File: src/design/phnm_pkg.sv
// ----------------------------------------------------------------------------
// phnm_pkg
// shared sizes and constants of the periodic hot node marker
// ----------------------------------------------------------------------------
`default_nettype none

package phnm_pkg;

   localparam int NODES   = 16;
   localparam int NODE_W  = $clog2(NODES);
   localparam int CNT_W   = $clog2(NODES + 1);
   localparam int DATA_W  = 32;
   localparam int IDX_W   = 4;
   localparam int NCFG_W  = 5;

   localparam logic [DATA_W-1:0] SAT_MAX        = '1;
   localparam logic [DATA_W-1:0] INTERVAL_RESET = 32'd1000;
   localparam logic [NCFG_W-1:0] NODE_CNT_RESET = 5'd16;

   localparam logic CSR_INTERVAL   = 1'b0;
   localparam logic CSR_NODE_COUNT = 1'b1;

   localparam logic MODE_ACCESS = 1'b0;

endpackage

`default_nettype wire

File: src/design/periodic_hot_node_marker.sv
// ----------------------------------------------------------------------------
// periodic_hot_node_marker
// per-node access counters in a ram; every interval ticks a sweep
// reports each walked node with a hot flag for the nodes at the top count
// ----------------------------------------------------------------------------
// access transaction: accepted every cycle while idle, busy stays low, counter written
//   back in the next cycle through a read-modify-write with forwarding
// tick transaction: busy in the bit-serial remainder unit; a sweep follows only when
//   the incremented tick count leaves no remainder by the interval
// sweep: two passes over the counter ram read port, first the maximum then the results,
//   results one per cycle on rsp_valid in node order; receiver cannot stall
// reset: counters read as zero at once through per-entry valid bits
// ----------------------------------------------------------------------------
`default_nettype none

module periodic_hot_node_marker
   import phnm_pkg::*;
(
   input  wire logic              clock,
   input  wire logic              reset,
   input  wire logic              start,
   output logic                   busy,
   input  wire logic              req_mode,
   input  wire logic [IDX_W-1:0]  req_node_index,
   output logic                   rsp_valid,
   output logic [IDX_W-1:0]       rsp_node_number,
   output logic                   rsp_hot,
   output logic [DATA_W-1:0]      rsp_access_count,
   output logic                   rsp_last,
   input  wire logic              csr_we,
   input  wire logic              csr_index,
   input  wire logic [DATA_W-1:0] csr_wdata
);

   localparam logic [1:0] ST_IDLE = 2'd0;
   localparam logic [1:0] ST_DIV  = 2'd1;
   localparam logic [1:0] ST_MAX  = 2'd2;
   localparam logic [1:0] ST_EMIT = 2'd3;

   logic [1:0]        state_ff, state_in;
   logic [DATA_W-1:0] interval_ff;
   logic [NCFG_W-1:0] node_count_ff;
   logic [DATA_W-1:0] total_ff, total_in;
   logic [DATA_W-1:0] tick_ff, tick_in;
   logic [NODES-1:0]  valid_ff, valid_in;

   logic              s1_v_ff;
   logic [NODE_W-1:0] s1_addr_ff;
   logic              lw_v_ff;
   logic [NODE_W-1:0] lw_addr_ff;
   logic [DATA_W-1:0] lw_data_ff;
   logic              rdv_ff;

   logic [DATA_W-1:0] num_ff, num_in;
   logic [DATA_W-1:0] rem_ff, rem_in;
   logic [4:0]        div_cnt_ff, div_cnt_in;

   logic [CNT_W-1:0]  a_ff, a_in;
   logic              pv_ff, pv_in;
   logic [NODE_W-1:0] pa_ff, pa_in;
   logic [DATA_W-1:0] max_ff, max_in;

   logic              rsp_valid_ff, rsp_valid_in;
   logic [IDX_W-1:0]  rsp_num_ff, rsp_num_in;
   logic              rsp_hot_ff, rsp_hot_in;
   logic [DATA_W-1:0] rsp_cnt_ff, rsp_cnt_in;
   logic              rsp_last_ff, rsp_last_in;

   logic              accept;
   logic              acc_ok;
   logic [NODE_W-1:0] rd_addr;
   logic [DATA_W-1:0] ram_rdata;
   logic [DATA_W-1:0] rd_val;
   logic [DATA_W-1:0] cur;
   logic [DATA_W-1:0] inc;
   logic [CNT_W-1:0]  walk;
   logic [DATA_W:0]   sh;
   logic [DATA_W:0]   rnew;

   assign busy   = (state_ff != ST_IDLE);
   assign accept = start && !busy;
   assign acc_ok = accept && (req_mode == MODE_ACCESS)
                   && (32'(req_node_index) < NODES);

   assign walk = (32'(node_count_ff) > NODES) ? CNT_W'(NODES) : CNT_W'(node_count_ff);

   assign rd_addr = (state_ff == ST_IDLE) ? NODE_W'(req_node_index) : a_ff[NODE_W-1:0];
   assign rd_val  = rdv_ff ? ram_rdata : '0;

   // forward the write of the previous cycle, which the ram read missed
   assign cur = (lw_v_ff && (lw_addr_ff == s1_addr_ff)) ? lw_data_ff : rd_val;
   assign inc = (cur == SAT_MAX) ? cur : cur + DATA_W'(1);

   assign sh   = {rem_ff, num_ff[DATA_W-1]};
   assign rnew = (sh >= {1'b0, interval_ff}) ? (sh - {1'b0, interval_ff}) : sh;

   phnm_ram #(
      .WIDTH (DATA_W),
      .DEPTH (NODES)
   ) u_cnt_ram (
      .clock (clock),
      .we    (s1_v_ff),
      .waddr (s1_addr_ff),
      .wdata (inc),
      .raddr (rd_addr),
      .rdata (ram_rdata)
   );

   always_comb begin
      state_in     = state_ff;
      total_in     = total_ff;
      tick_in      = tick_ff;
      valid_in     = valid_ff;
      num_in       = num_ff;
      rem_in       = rem_ff;
      div_cnt_in   = div_cnt_ff;
      a_in         = a_ff;
      pv_in        = 1'b0;
      pa_in        = pa_ff;
      max_in       = max_ff;
      rsp_valid_in = 1'b0;
      rsp_num_in   = rsp_num_ff;
      rsp_hot_in   = rsp_hot_ff;
      rsp_cnt_in   = rsp_cnt_ff;
      rsp_last_in  = rsp_last_ff;

      if (s1_v_ff) begin
         valid_in[s1_addr_ff] = 1'b1;
      end

      case (state_ff)
         ST_IDLE: begin
            if (acc_ok && (total_ff != SAT_MAX)) begin
               total_in = total_ff + DATA_W'(1);
            end
            if (accept && (req_mode != MODE_ACCESS)) begin
               tick_in = tick_ff + DATA_W'(1);
               if (interval_ff != '0) begin
                  state_in   = ST_DIV;
                  num_in     = tick_ff + DATA_W'(1);
                  rem_in     = '0;
                  div_cnt_in = '0;
               end
            end
         end
         ST_DIV: begin
            rem_in     = rnew[DATA_W-1:0];
            num_in     = {num_ff[DATA_W-2:0], 1'b0};
            div_cnt_in = div_cnt_ff + 5'd1;
            if (div_cnt_ff == 5'd31) begin
               a_in   = '0;
               max_in = '0;
               state_in = (rnew[DATA_W-1:0] == '0) ? ST_MAX : ST_IDLE;
            end
         end
         ST_MAX: begin
            if (a_ff < walk) begin
               pv_in = 1'b1;
               pa_in = a_ff[NODE_W-1:0];
               a_in  = a_ff + CNT_W'(1);
            end
            if (pv_ff && (rd_val > max_ff)) begin
               max_in = rd_val;
            end
            if ((a_ff >= walk) && !pv_ff) begin
               a_in     = '0;
               state_in = ST_EMIT;
            end
         end
         ST_EMIT: begin
            if (a_ff < walk) begin
               pv_in = 1'b1;
               pa_in = a_ff[NODE_W-1:0];
               a_in  = a_ff + CNT_W'(1);
            end
            if (pv_ff) begin
               rsp_valid_in = 1'b1;
               rsp_num_in   = IDX_W'(pa_ff);
               rsp_hot_in   = (total_ff != '0) && (rd_val == max_ff);
               rsp_cnt_in   = rd_val;
               rsp_last_in  = ((CNT_W'(pa_ff) + CNT_W'(1)) == walk);
            end
            if ((a_ff >= walk) && !pv_ff) begin
               total_in = '0;
               valid_in = '0;
               state_in = ST_IDLE;
            end
         end
         default: begin
            state_in = ST_IDLE;
         end
      endcase
   end

   always_ff @(posedge clock) begin
      if (reset) begin
         state_ff      <= ST_IDLE;
         interval_ff   <= INTERVAL_RESET;
         node_count_ff <= NODE_CNT_RESET;
         total_ff      <= '0;
         tick_ff       <= '0;
         valid_ff      <= '0;
         s1_v_ff       <= 1'b0;
         lw_v_ff       <= 1'b0;
         pv_ff         <= 1'b0;
         rsp_valid_ff  <= 1'b0;
      end else begin
         state_ff     <= state_in;
         total_ff     <= total_in;
         tick_ff      <= tick_in;
         valid_ff     <= valid_in;
         s1_v_ff      <= acc_ok;
         lw_v_ff      <= s1_v_ff;
         pv_ff        <= pv_in;
         rsp_valid_ff <= rsp_valid_in;
         if (csr_we) begin
            case (csr_index)
               CSR_INTERVAL:   interval_ff   <= csr_wdata;
               CSR_NODE_COUNT: node_count_ff <= csr_wdata[NCFG_W-1:0];
               default:        ;
            endcase
         end
      end
   end

   always_ff @(posedge clock) begin
      s1_addr_ff  <= NODE_W'(req_node_index);
      lw_addr_ff  <= s1_addr_ff;
      lw_data_ff  <= inc;
      rdv_ff      <= valid_ff[rd_addr];
      num_ff      <= num_in;
      rem_ff      <= rem_in;
      div_cnt_ff  <= div_cnt_in;
      a_ff        <= a_in;
      pa_ff       <= pa_in;
      max_ff      <= max_in;
      rsp_num_ff  <= rsp_num_in;
      rsp_hot_ff  <= rsp_hot_in;
      rsp_cnt_ff  <= rsp_cnt_in;
      rsp_last_ff <= rsp_last_in;
   end

   assign rsp_valid        = rsp_valid_ff;
   assign rsp_node_number  = rsp_num_ff;
   assign rsp_hot          = rsp_hot_ff;
   assign rsp_access_count = rsp_cnt_ff;
   assign rsp_last         = rsp_last_ff;

   a_rsp_from_emit: assert property (@(posedge clock) disable iff (reset)
      rsp_valid_ff |-> ($past(state_ff) == ST_EMIT))
      else $error("result outside of emit pass");

   a_total_cleared: assert property (@(posedge clock) disable iff (reset)
      (($past(state_ff) == ST_EMIT) && (state_ff == ST_IDLE)) |-> (total_ff == '0))
      else $error("total not cleared after sweep");

   a_access_when_idle: assert property (@(posedge clock) disable iff (reset)
      s1_v_ff |-> ($past(state_ff) == ST_IDLE))
      else $error("access write-back without idle accept");

   a_no_pass_read_idle: assert property (@(posedge clock) disable iff (reset)
      (state_ff == ST_IDLE) |=> !pv_ff)
      else $error("sweep read pending after idle");

endmodule

`default_nettype wire

File: src/design/phnm_ram.sv
// ----------------------------------------------------------------------------
// phnm_ram
// generic simple dual port ram, one write and one registered read port
// ----------------------------------------------------------------------------
`default_nettype none

module phnm_ram #(
   parameter int WIDTH = 32,
   parameter int DEPTH = 16
) (
   input  wire logic                     clock,
   input  wire logic                     we,
   input  wire logic [$clog2(DEPTH)-1:0] waddr,
   input  wire logic [WIDTH-1:0]         wdata,
   input  wire logic [$clog2(DEPTH)-1:0] raddr,
   output logic      [WIDTH-1:0]         rdata
);

   logic [WIDTH-1:0] mem_ff [DEPTH];
   logic [WIDTH-1:0] rdata_ff;

   always_ff @(posedge clock) begin
      if (we) begin
         mem_ff[waddr] <= wdata;
      end
      rdata_ff <= mem_ff[raddr];
   end

   assign rdata = rdata_ff;

endmodule

`default_nettype wire
File: config.mk
export PLATFORM = sky130hd
export DESIGN_NAME = periodic_hot_node_marker
export DESIGN_NICKNAME = d
export VERILOG_FILES = /design/src/design/phnm_pkg.sv /design/src/design/periodic_hot_node_marker.sv /design/src/design/phnm_ram.sv
export SDC_FILE = /design/constraint.sdc
export NUM_CORES = 1
export LEC_CHECK = 0
export ABC_AREA = 1
export ABC_CLOCK_PERIOD_IN_PS = 7700
export BUFFER_PORTS_ARGS = -buffer_cell sky130_fd_sc_hd__buf_2
export CAP_MARGIN = 20
export CORE_UTILIZATION = 35
export CTS_BUF_LIST = sky130_fd_sc_hd__clkbuf_4 sky130_fd_sc_hd__clkbuf_8
export DETAILED_ROUTE_END_ITERATION = 16
export GPL_ROUTABILITY_DRIVEN = 0
export PLACE_DENSITY = 0.53
export REMOVE_ABC_BUFFERS = 1
export SYNTH_ARGS = -nofsm -noshare
export SYNTH_HDL_FRONTEND = slang
export SYNTH_SLANG_ARGS = --single-unit
File: constraint.sdc
create_clock -name clock -period 7.7 [get_ports clock]
set_clock_uncertainty 0.1 [all_clocks]
set_input_delay 1.155 -clock clock [delete_from_list [all_inputs] [get_ports clock]]
set_output_delay 1.155 -clock clock [all_outputs]
set_load 0.02 [all_outputs]
==> run_results.csv, run 1 <==
group,metric,value,unit
route,via_count,27755,
floorplan,die_width,332,µm
grt,grt_antenna_before_repair,2,
power,p_per_area,308,mW/mm²
synth,ys_warn_count,0,
placed_design,placed_cell_area,0.0402,mm²
power,seqPwrFrac,44.3,%
placed_design,post-place-ws,2.87,ns
synth,postSynthCellCount,3833,
worst_setup_path,worstPathRequired,8.08,ns
route,routed.top_layer,"met4",
grt,grt.total_usage,18.9,%
power,p_sw,0.00445,W
power,swShare,33.5,%
clock_tree,postCtsSetupBuffers,0,
grt,overflow,0,
worst_setup_path,cp.arrival,5.22,ns
floorplan,start_util,35.5,%
worst_setup_path,critical_path_class,"reg2reg",
synth,synth_most_common_cell,"nand2_1",
synth,syn_area,0.0381,mm²
clock_tree,clk-insertion-delay-late,0.84,ns
timing,max_freq,207,MHz
synth,yosysSeqAreaShare,62.3,%
clock_tree,cts.reportedPaths.clkPinSlew,0.06,ns
floorplan,pin_count,82,
route,ant_nets,0,
route,routed_wl,105000,µm
placed_design,io_buffers,81,
timing,slew_violations,0,
floorplan,coreArea,0.108,mm²
placed_design,hpwlAfterDp,63600,µm
final_layout,layoutNonFillerInstCount,5470,
grt,grt_pass1_vias,26871,
route,drt-initial-drc-count,2106,
worst_setup_path,critical_path.endpoint_type,"flip-flop",
final_layout,num-fill-cells,10646,
power,clock_power_share,31.5,%
run,drv_cap,0,
synth,ys_ff_latch,856,
synth,synth_commonest_cells,"684 x nand2_1, 660 x edfxtp_1, 588 x nor2_1",
grt,grt_pass1_wl,161000,µm
timing,fin_crit_sh,62.8,%
route,drcViolationCount,0,
clock_tree,cts-resized-gates,0,
grt,grt_max_degree,140,
clock_tree,cts_max_level,4,
worst_setup_path,critical_path.max_fanout,35,
synth,yosysTopAreaCell,"edfxtp_1",
clock_tree,cts.hold.buffers_added,0,
timing,setup_viol,0,
worst_setup_path,rr_worst_depth,14,
route,viasPerCell,5.07,
synth,yosys.cell_types.count,51,
clock_tree,clockBufferDepth,3,
route,drt_pass1_iterations,7,
final_layout,drive_gt1_share,11.1,%
final_layout,regArea,0.0237,mm²
synth,synth_area_per_cell,9.95,µm²
route,wl_met2,46900,µm
synth,ys_top_cells_by_area,"edfxtp_1 52%, dfxtp_1 10%, nand2_1 6.7%, nor2_1 5.8%, o21ai_0 4.9%",
timing,tightest_slew,1.14,ns
clock_tree,clkSinkCount,856,
power,vdd_drop_max,166,µV
power,total_power,0.0133,W
clock_tree,cts_tree,"built",
final_layout,design_area,0.0432,mm²
synth,synth_edf_count,660,
final_layout,fin_nets,4063,
status,outcome,"finished, final reports clean",
power,intPower,0.00884,W
final_layout,multi_input_area,0.0125,mm²
timing,layout_min_cycle_time,4.84,ns
floorplan,fp.dieH,332,µm
synth,async_flop_share,0,%
power,power.share.combinational,24.2,%
min_path,holdCritPathClass,"reg2reg",
clock_tree,numCtsBuffers,147,
route,wl_met3,5490,µm
worst_setup_path,start_kind,"flip-flop",
route,wire_per_inst,19.2,µm
power,leakage,16.6,nW
final_layout,syn2layout_area_growth,13.3,%
floorplan,rows,120,
timing,rsz0062_at_grt,"no",
timing,hold_viol_final,0,
clock_tree,clockRootBuffer,"clkbuf_8",
route,drt-met1-wl,50700,µm
synth,synthFlopType,"edfxtp_1",
timing,slew_headroom,24.0,%
placed_design,placed_cells,5195,
floorplan,die-area,0.110,mm²
synth,synth_top_area_share,52.0,%
timing,fin_ws,2.86,ns
min_path,hold_depth,0,
[path summary, 6_finish.rpt]
| check | start | end | slack [ns] |
|---|---|---|---|
| max reg2reg | s1_addr_ff[0]$_DFF_P_ | u_cnt_ram.mem_ff[0][1]$_DFFE_PP_ | 2.86 |
| min | s1_addr_ff[3]$_DFF_P_ | lw_addr_ff[3]$_DFF_P_ | 0.30 |
| max | s1_addr_ff[0]$_DFF_P_ | u_cnt_ram.mem_ff[0][1]$_DFFE_PP_ | 2.86 |
| min reg2reg | s1_addr_ff[3]$_DFF_P_ | lw_addr_ff[3]$_DFF_P_ | 0.30 |
[layout by cell type, fill, tap and decap left out, drive strengths merged, types with 43 or more instances in the layout]
cell      n
a21oi   108
buf     124
clkbuf  220
dfxtp   196
edfxtp  660
ha       77
inv     387
nand2   687
nand3   163
nor2    594
nor3     51
o21ai   403
o221ai  103
xor2     43
[per-stage QoR]
step / utilization, % / hold WS, ns / TNS [ns]
floorplan: - / 0.265 / -136.48
global placement: 37.3 / 0.275 / 0
detailed placement: 37.4 / 0.284 / 0
CTS: 40.1 / 0.291 / 0
global route: 40.2 / 0.312 / 0
finish: 40.2 / 0.296 / 0
[logic make-up (layout without fill, tap and decap cells)]
family,count (synthesis),count (layout),share of synthesized area (%)
flops,856,856,62.3
xor+xnor,59,59,1.36
compound gates,714,714,11.1
fa+ha+maj,78,78,2.58
other cells,0,2,0
buf+inv,541,773,5.50
simple gates,1585,1585,17.2
[state kept, by name, summed over array words and instances (netlist names), 16 cells and up, named ones only]
signal,cells
interval_ff,32
lw_data_ff,32
max_ff,32
num_ff,32
rem_ff,32
rsp_access_count,32
tick_ff,32
total_ff,32
u_cnt_ram.mem_ff,512
u_cnt_ram.rdata,32
valid_ff,16
[layer usage]
metal / vias up / global-route usage [%]
li1: 13466 / -
met1: 13396 / 27.0
met2: 720 / 29.1
met3: 173 / 3.12
met4: 0 / 5.65
met5: - / 0
[layout make-up]
| type | count | share of cell area (%) |
|---|---|---|
| Antenna cell | 2 | 0.0116 |
| Clock buffer | 220 | 6.19 |
| Clock inverter | 51 | 0.762 |
| Inverter | 378 | 3.31 |
| Multi-Input combinational cell | 2436 | 28.9 |
| Sequential cell | 856 | 55.0 |
| Tap cell | 1403 | 4.06 |
| Timing Repair Buffer | 124 | 1.79 |
[power by group through the flow]
| stage | logic [W] | registers, W | clock network [W] |
|---|---|---|---|
| CTS | 0.00323 | 0.00589 | 0.00428 |
| detailed placement | 0.00321 | 0.00598 | 0 |
| finish | 0.00321 | 0.00589 | 0.00418 |
| global route | 0.00363 | 0.00593 | 0.00449 |
| floorplan | 0.00221 | 0.00590 | 0 |
| global placement | 0.00319 | 0.00599 | 0 |
[critical path: stages, from the launching register on]
cell,delay (ns)
dfxtp_1,0.40
inv_2,0.07
nand2_1,0.05
nor3b_2,0.17
nand3_2,0.62
inv_2,0.77
nand2_1,0.13
o21ai_2,0.14
nand2_2,0.11
nor2_4,0.15
nand2_2,0.11
nor2_4,0.15
and2_4,0.18
nand3b_4,0.33
o21ai_1,0.97
No activity file was read; power rests on OpenSTA's default activity.
==> run 2, diff against run 1 <==
ABC_CLOCK_PERIOD_IN_PS = 3940   (was 7700)
PLACE_DENSITY = 0.54   (was 0.53)
clock period = 3.94 ns   (was 7.7 ns; I/O delays follow)
==> run_results.csv, run 2 (synthesis gave the netlist of run 1 again) <==
group,metric,value,unit
clock_tree,clk-insertion-delay-late,0.84,ns
timing,hold_viol_final,0,
grt,overflow,0,
power,p_per_area,603,mW/mm²
power,leakage,17.1,nW
timing,tightest_slew,1.04,ns
timing,layout_min_cycle_time,3.60,ns
floorplan,die_width,332,µm
status,outcome,"finished, final reports clean",
clock_tree,cts_tree,"built",
placed_design,io_buffers,81,
placed_design,hpwlAfterDp,64600,µm
final_layout,design_area,0.0443,mm²
clock_tree,clockRootBuffer,"clkbuf_8",
power,power.share.combinational,24.6,%
floorplan,start_util,35.5,%
route,drt_pass1_iterations,6,
clock_tree,numCtsBuffers,149,
final_layout,layoutNonFillerInstCount,5541,
route,wire_per_inst,19.2,µm
timing,fin_ws,0.342,ns
worst_setup_path,critical_path.endpoint_type,"flip-flop",
route,viasPerCell,5.08,
floorplan,coreArea,0.108,mm²
grt,grt_max_degree,146,
power,swShare,32.7,%
worst_setup_path,critical_path_class,"reg2reg",
route,via_count,28125,
floorplan,pin_count,82,
route,drcViolationCount,0,
clock_tree,postCtsSetupBuffers,0,
power,seqPwrFrac,42.8,%
final_layout,drive_gt1_share,12.2,%
final_layout,largest_register,"u_cnt_ram.mem_ff",
worst_setup_path,critical_path.max_fanout,22,
final_layout,final_cell_mix,"683 x nand2_1, 660 x edfxtp_1, 570 x nor2_1",
grt,grt_pass1_wl,162000,µm
final_layout,fin_nets,4132,
grt,grt_pass1_vias,27143,
power,clock_power_share,32.6,%
worst_setup_path,worstPathRequired,4.20,ns
timing,holdWs,0.139,ns
floorplan,rows,120,
clock_tree,clkSinkCount,856,
power,total_power,0.0267,W
grt,grt.total_usage,19.0,%
placed_design,placed_cells,5226,
floorplan,die-area,0.110,mm²
grt,grt_antenna_before_repair,5,
timing,max_freq,278,MHz
clock_tree,cts.reportedPaths.clkPinSlew,0.06,ns
timing,slew_violations,0,
timing,slew_headroom,30.9,%
timing,setup_viol,0,
clock_tree,cts_max_level,4,
power,intPower,0.0180,W
final_layout,final_common_cell,"nand2_1",
placed_design,post-place-ws,0.334,ns
placed_design,placed_cell_area,0.0406,mm²
route,drt-initial-drc-count,2269,
power,vdd_drop_max,322,µV
floorplan,fp.dieH,332,µm
route,routed_wl,106000,µm
power,p_sw,0.00873,W
timing,rsz0062_at_grt,"no",
worst_setup_path,start_kind,"flip-flop",
run,drv_cap,0,
final_layout,largest_reg_flops,512,
final_layout,syn2layout_area_growth,16.1,%
min_path,holdCritPathClass,"in2reg",
route,ant_nets,0,
clock_tree,clockBufferDepth,3,
timing,fin_crit_sh,91.3,%
worst_setup_path,cp.arrival,3.86,ns
## run 2: cell count changes in the layout (fill, tap and decap cells not counted), sizes merged
cell,previous run,this run
buf,124,153
bufinv,0,5
clkbuf,220,237
clkinv,39,24
diode,2,1
dlygate4sd3,0,38
inv,387,385
## run 2: final timing paths
path	depth (start not counted)	from	slack (ns)	end
worst max register to register	15	s1_addr_ff[1]$_DFF_P_	0.34	u_cnt_ram.mem_ff[1][3]$_DFFE_PP_
worst min-delay path	4	csr_we	0.14	node_count_ff[1]$_SDFFE_PP0P_
worst min register to register	0	s1_addr_ff[3]$_DFF_P_	0.29	lw_addr_ff[3]$_DFF_P_
worst max-delay path	15	s1_addr_ff[1]$_DFF_P_	0.34	u_cnt_ram.mem_ff[1][3]$_DFFE_PP_
## run 2: worst max-delay path: stages, from the launching register on
cell	delay (ns)
dfxtp_1	0.35
inv_2	0.07
nor2_1	0.05
nor3b_2	0.19
nand3_2	0.26
o21ai_0	0.31
inv_1	0.10
ha_1	0.23
inv_1	0.16
nor2_4	0.07
nand2_2	0.12
nor2_4	0.06
and2_4	0.15
nand3b_4	0.18
buf_12	0.21
nand3_1	0.50
## run 2: layer usage
layer  vias up  part of all wire (%)  global-route usage, %  wire length [µm]
met2       734                    46                   30.2             48800
met3       159                   5.5                   3.12              5810
li1      13632                     -                      -                 -
met4         6                   2.2                   6.27              2380
met1     13594                    46                   26.4             49400
met5         -                 0.028                      0                30
## run 2: what timing repair did
item / CTS / global route
hold buffers: 38 / 0
gates resized for setup: 0 / 5
endpoints found under the setup margin: 0 / 10
endpoints found under the hold margin: 42 / 0
## run 2: layout make-up
type / instances / area, µm²
fill: 10534 / 63200
sequential: 856 / 23700
multi-input combinational: 2436 / 12500
clock buffer: 237 / 2840
tap: 1403 / 1760
timing repair buffer: 191 / 1590
inverter: 378 / 1430
clock inverter: 39 / 409
antenna: 1 / 2.50
## run 2: through the flow
step / TNS, ns / utilization [%]
after floorplan: -507.00 / -
final: 0 / 41.2
after CTS: 0 / 41.2
after global routing: 0 / 41.2
after global placement: 0 / 37.8
after detailed placement: 0 / 37.8
## run 2: power groups by stage
stage	combinational [W]	sequential [W]	clock (W)
final	0.00656	0.0114	0.00871
after global routing	0.00739	0.0115	0.00928
after CTS	0.00657	0.0114	0.00894
after detailed placement	0.00651	0.0116	0
after global placement	0.00646	0.0116	0
after floorplan	0.00431	0.0115	0
